$ cat config.mk
export PLATFORM = sky130hd
export DESIGN_NAME = qs3_recip
export DESIGN_NICKNAME = d
export VERILOG_FILES = /design/src/rtl/qs3_pkg.sv /design/src/rtl/qs3_recip.sv
export SDC_FILE = /design/constraint.sdc
export NUM_CORES = 2
export LEC_CHECK = 0
export ABC_AREA = 1
export BUFFER_PORTS_ARGS = -buffer_cell sky130_fd_sc_hd__buf_2
export CAP_MARGIN = 40
export CORE_UTILIZATION = 36
export CTS_BUF_LIST = sky130_fd_sc_hd__clkbuf_8
export DETAILED_ROUTE_END_ITERATION = 10
export PLACE_DENSITY_LB_ADDON = 0.2
export SYNTH_ARGS = -nofsm -noshare
export SYNTH_HDL_FRONTEND = slang
export SYNTH_SLANG_ARGS = --single-unit
$ cat constraint.sdc
create_clock -name clk -period 68.8 [get_ports clk]
set_input_delay 0 -clock clk [delete_from_list [all_inputs] [get_ports clk]]
set_output_delay 0 -clock clk [all_outputs]
set_load 0.01 [all_outputs]
$ cat src/rtl/qs3_pkg.sv
package qs3_pkg;

  // normalized magnitude width, top bit of the largest component sits at bit 29
  localparam int MAG_W  = 30;
  localparam int SQ_W   = 2 * MAG_W;
  localparam int SUM_W  = 62;
  localparam int ROOT_W = 31;
  localparam int TRY_W  = SUM_W + 2;

  // scaled component in Q0.24 and the byte mapping
  localparam int A_W    = 25;
  localparam int COEF_W = 24;
  localparam int T_W    = A_W + COEF_W;
  localparam int W_W    = T_W + 1;
  localparam int BYTE_W = 8;
  localparam int FRAC_W = 48;
  localparam int SCL_W  = W_W + BYTE_W;
  localparam int V_W    = SCL_W - FRAC_W;
  localparam int KEEP_N = 3;
  localparam int COMP_N = 4;

  localparam logic [ROOT_W-1:0] DIV_SEED      = 31'h1000_0000;
  localparam logic [COEF_W-1:0] INV_SQRT2_Q24 = 24'd11863283;
  localparam logic [W_W-1:0]    HALF_Q48      = 50'h8000_0000_0000;
  localparam logic [A_W-1:0]    A_MAX         = 25'h100_0000;
  localparam logic [BYTE_W-1:0] TAG_BASE      = 8'd252;
  localparam logic [BYTE_W-1:0] CODE_MID      = 8'd127;
  localparam logic [BYTE_W-1:0] BYTE_MAX      = 8'd255;

  typedef struct packed {
    logic                          vld;
    logic                          zero;
    logic [1:0]                    big;
    logic [KEEP_N-1:0]             neg;
    logic [KEEP_N-1:0][MAG_W-1:0]  kmag;
  } side_t;

endpackage

$ cat src/rtl/qs3_recip.sv
module qs3_recip import qs3_pkg::*; #(
  parameter int RSQRT_BITS = 18
) (
  input  logic                  clk,
  input  logic                  rst_n,
  input  logic                  adv,
  input  logic [ROOT_W-1:0]     len_i,
  input  side_t                 side_i,
  output logic [RSQRT_BITS+1:0] recip_o,
  output side_t                 side_o
);

  localparam int QB = RSQRT_BITS + 2;

  logic [ROOT_W-1:0] part_r [QB-1];
  logic [ROOT_W-1:0] len_r  [QB-1];
  logic [QB-1:0]     q_r    [QB];
  side_t             side_r [QB];

  // restoring long division of 2^(RSQRT_BITS+30) by the length, one quotient bit per stage
  for (genvar g = 0; g < QB; g++) begin : g_stage
    logic [ROOT_W-1:0] part_in;
    logic [ROOT_W-1:0] len_in;
    side_t             side_in;
    logic [ROOT_W:0]   dbl;
    logic              fit;
    logic [QB-1:0]     q_nxt;

    if (g == 0) begin : g_first
      assign part_in = DIV_SEED;
      assign len_in  = len_i;
      assign side_in = side_i;
      assign q_nxt   = QB'(fit);
    end else begin : g_next
      assign part_in = part_r[g-1];
      assign len_in  = len_r[g-1];
      assign side_in = side_r[g-1];
      assign q_nxt   = {q_r[g-1][QB-2:0], fit};
    end

    assign dbl = {part_in, 1'b0};
    assign fit = dbl >= {1'b0, len_in};

    always_ff @(posedge clk) begin
      if (!rst_n) begin
        side_r[g].vld <= 1'b0;
      end else if (adv) begin
        side_r[g] <= side_in;
      end
    end

    always_ff @(posedge clk) begin
      if (adv) begin
        q_r[g] <= q_nxt;
      end
    end

    if (g < QB - 1) begin : g_part
      logic [ROOT_W-1:0] part_nxt;
      assign part_nxt = fit ? ROOT_W'(dbl - {1'b0, len_in}) : ROOT_W'(dbl);
      always_ff @(posedge clk) begin
        if (adv) begin
          part_r[g] <= part_nxt;
          len_r[g]  <= len_in;
        end
      end
    end
  end

  assign recip_o = q_r[QB-1];
  assign side_o  = side_r[QB-1];

endmodule

---- After elaboration in Yosys (flattened, before gate mapping) ----
Memories as Yosys holds them, arrays and structs flattened.
Index checks and enable logic that the tools add are counted.
word-level totals
  flip-flop bits (word level) ............. 0
  RAM bits ................................ 3518
  logic and storage cells ................. 107
  memories kept ........................... 4
  bits of input ports ..................... 131
  output and inout bits ................... 117
memory list
  memory  words  bits a word  rd ports  clocked after Yosys merged registers in  write ports  line             RTL
  side_r  20     97           20        0                                        20           qs3_recip.sv:18  side_t side_r [QB];
  len_r   19     31           19        0                                        19           qs3_recip.sv:16  logic [ROOT_W-1:0] len_r [QB-1];
  part_r  19     31           19        0                                        19           qs3_recip.sv:15  logic [ROOT_W-1:0] part_r [QB-1];
  q_r     20     20           20        0                                        20           qs3_recip.sv:17  logic [QB-1:0] q_r [QB];
operators by class
  $lt $le $gt $ge ......................... 20
  add/subtract/negate cells ............... 19
  bitwise logic cells ..................... 20
  muxes and demuxes ....................... 44
operators with widths
  kind                                                                    count
  32-bit by 31-bit >= comparator with 1-bit output                        19
  31-bit two-way mux                                                      19
  31-bit subtractor                                                       18
  30-bit by 31-bit >= comparator with 1-bit output, first input constant  1
  30-bit by 31-bit subtractor with 31-bit output, first input constant    1
  1-bit two-way mux                                                       25
  1-bit bitwise OR                                                        20

---- Longest topological paths before layout ----
  word-level depth ........................ 4
  depth in mapped cells ................... 16
  depth with buffers taken out ............ 15

---- Worst setup path before layout ----
No wires, ideal clock.
  path type ............................... input to register
  start point ............................. input port rst_n
  end point ............................... memory side_r[0][0] (netlist name) (enable)
  path slack .............................. 29581 ps
  library setup time ...................... 2232 ps
  data required time ...................... 66568 ps
  path buffers ............................ 1
  arrival time ............................ 36988 ps
  stages on the path ...................... 3
  path through ............................ nand2_1 > clkbuf_1 > inv_1
RTL lines
  element          line             RTL
  start, declared  qs3_recip.sv:5   input logic rst_n,
  end, declared    qs3_recip.sv:18

==> flow_summary.json <==
{
  "post_cts_buffers": 0,
  "drt_iter0_drc": 6623,
  "timing.max_cap.violations": 0,
  "crit_family": "buffers and inverters",
  "fp.dieW_um": 655,
  "maxSlewHeadroom_pct": 27.0,
  "worstPathMaxFanout": 189,
  "synth_async_sr_flop_share_pct": 0,
  "cp-startpoint": "rst_n",
  "maxSlewViolCount": 0,
  "first_pass_iters": 11,
  "grt_pass1_vias": 96400,
  "placedCellCount": 20800,
  "cts_made_buffers": 582,
  "portBuffers": 247,
  "synth_most_common_cell": "nand2_1",
  "synth_nets": 15600,
  "cp-start-kind": "input port",
  "cts_resized": 0,
  "violations": "DRC",
  "synth_common_cells": "nand2_1 (5287), edfxtp_1 (3327), inv_1 (2780)",
  "avgViaCountPerCell": 4.45,
  "worst_r2r_endpoint": "part_r[9][17]$_DFFE_PP_",
  "cp_cell_sequence": "dlygate4sd3_1 -> buf_2 -> dlygate4sd3_1 -> nand2_1 -> buf_4 -> inv_8 -> buf_12 -> buf_4 -> buf_16 -> buf_12 -> buf_4 -> buf_16",
  "worstPathRequired_ns": 69.58,
  "antenna_left": 0,
  "worstPathArrival_ns": 4.87,
  "setup_tns_ns": 0,
  "drive_gt1_share_pct": 7.10,
  "vias": 98500,
  "yosys.area.top_type": "edfxtp_1",
  "core_area_um2": 424000,
  "worst-path-stages": 12,
  "grt_use_total_pct": 17.4,
  "drcViolationCount": 20,
  "finClkSkew_ns": 0.0683,
  "hpwl_um": 282000,
  "instances_no_fill": 22100,
  "cts.htree.levels": 6,
  "multi_input_area_um2": 42400,
  "io_pins": 248,
  "hp-class": "in2reg",
  "wl_um": 379000,
  "die_height_um": 655,
  "synth_area_um2": 154000,
  "end_kind": "flop",
  "clock_sinks": 3328,
  "wl_per_cell_um": 17.1,
  "cp_common_cell": "buf_4",
  "yosysSeqAreaShare_pct": 65.1,
  "ctsRootBufferMaster": "clkbuf_8",
  "clkTransAtPathRegs_ns": 0.06,
  "ys_top_cells_by_area": "edfxtp_1 (65%), nand2_1 (13%), inv_1 (6.8%)",
  "synth_ff_type": "edfxtp_1",
  "critPathMaxStageDelay_ns": 0.68,
  "ys_seq_elements": 3328,
  "fill_cells": 41600,
  "finalNetCount": 16800,
  "finalCriticalPeriod_ns": 4.09,
  "clock_path_buffers": 4,
  "grt_first_pass_wirelength_um": 573000,
  "cts_tree": "built",
  "worstSkewPairLatency_ns": 1.15,
  "num_rows": 239,
  "initial_utilization_pct": 36.2,
  "grt_overflow_total": 0,
  "cp_slowest_cell": "buf_12",
  "peakVddDrop_v": 0.0000245,
  "synth.distinct_cells": 41,
  "crit_end": "side_r[4][242]$_DFFE_PP_",
  "setup-violations-final": 0,
  "synth_top_area_share_pct": 65.1,
  "worstHoldPathCells": 6,
  "power.density_nw_per_um2": 38.8,
  "reg2reg_from": "len_r[8][18]$_DFFE_PP_",
  "syn_to_final_growth_pct": 14.9,
  "criticalPathCategory": "in2reg",
  "reg2reg_depth": 11,
  "r2r_slack_ns": 65.21,
  "grt_max_degree": 190,
  "synthCells": 14900,
  "synthesis.area_per_instance_um2": 10.3,
  "place_congestion": 0.893,
  "outcome": "finished with violations",
  "ctsHoldBuffers": 342,
  "yosys_warnings": 0,
  "report.final.hold_viol_count": 0,
  "rsz0062_at_grt": "false",
  "worst_pin_slew_ns": 1.10,
  "fin_crit_sh_pct": 5.95,
  "design.die.area_um2": 429000,
  "cp.buffers_inverters": 11,
  "p_leak_uw": 0.0797,
  "synth_edf_count": 3327,
  "antenna_found_initial": 4,
  "fmax_ghz": 0.244,
  "register_area_um2": 99900
}
-- metal layers --
metal	routed length (µm)	track usage (%)	vias up
li1	-	-	50400
met1	171000	22.8	45700
met2	181000	29.6	1785
met3	14800	2.34	631
met4	12500	5.81	0
met5	0	0	-
-- registers in the layout (all words and copies together) (netlist names) --
name,count
len_r,589
part_r,589
q_r,210
side_r,1940
-- cell type report --
class / count / share of cell area, %
Antenna cell: 5 / 0.00709
Clock buffer: 587 / 4.58
Clock inverter: 436 / 1.56
Inverter: 2798 / 5.96
Multi-Input combinational cell: 8655 / 24.0
Sequential cell: 3328 / 56.6
Tap cell: 5663 / 4.02
Timing Repair Buffer: 658 / 3.21
-- cells by family after synthesis --
kind of cell	Yosys count	synth area share, %
and+or+nand+nor	7296	19.3
buffers and inverters	2918	7.33
DFF	3328	65.1
AOI/OAI and AO/OA	457	1.59
adders and majority gates	607	5.03
xor gates and xnor gates	295	1.68
-- per-stage QoR --
stage / power [µW] / cell area, µm² / worst slack (ns) / util [%] / hold WS, ns
floorplan: 4480 / 154000 / 29.58 / - / 0.0989
CTS: 6950 / 176000 / 64.80 / 41.6 / 0.00319
detailed placement: 5180 / 162000 / 64.54 / 38.2 / 0.178
finish: 6840 / 176000 / 64.71 / 41.6 / 0.147
global route: 7360 / 176000 / 64.53 / 41.6 / 0.0823
global placement: 5180 / 162000 / 63.71 / 38.1 / 0.176
-- placed cells by master, fill, tap and decap left out, drive strengths merged --
cell,instances
a21o,3
a21oi,317
a31oi,1
and2,82
and3,9
buf,316
bufinv,18
clkbuf,587
clkinv,205
clkinvlp,21
dfxtp,1
diode,5
dlygate4sd3,342
edfxtp,3327
fa,18
ha,589
inv,2990
nand2,5308
nand3,762
nand3b,61
nand4,156
nor2,838
nor3,43
nor4,6
o21a,2
o21ai,82
o21bai,52
or2,31
xnor2,8
xor2,287
-- how the worst min path moves through the flow --
stage / startpoint / slack, ns / endpoint
6_report: len_i[2] / 0.15 / part_r[0][3]$_SDFFCE_PN0P_
5_1_grt: side_i[67] / 0.08 / side_r[0][67]$_DFFE_PP_
4_1_cts: len_i[2] / 0.003 / part_r[0][3]$_SDFFCE_PN0P_
3_5_place_dp: side_i[72] / 0.18 / side_r[0][72]$_DFFE_PP_
3_3_place_gp: side_i[51] / 0.18 / side_r[0][51]$_DFFE_PP_
2_1_floorplan: len_i[0] / 0.1 / len_r[0][0]$_DFFE_PP_
-- worst reg2reg max path, stage by stage, from the launching register on --
cell and delay (ns):
edfxtp_1 0.47, inv_1 0.07, ha_1 0.37, nand2_1 0.16, inv_1 0.05, nand2_1 0.08
nand2_1 0.09, nand2_1 0.07, nand2_1 0.06, a21oi_2 0.66, nand3_4 0.71, o21ai_1 0.57
-- where the power goes --
group          switching (µW)  leakage (µW)  internal (µW)
Clock                     826       0.00607            876
Sequential                185        0.0318           2600
Combinational            1610        0.0417            749
(Power assumes the default switching activity.)
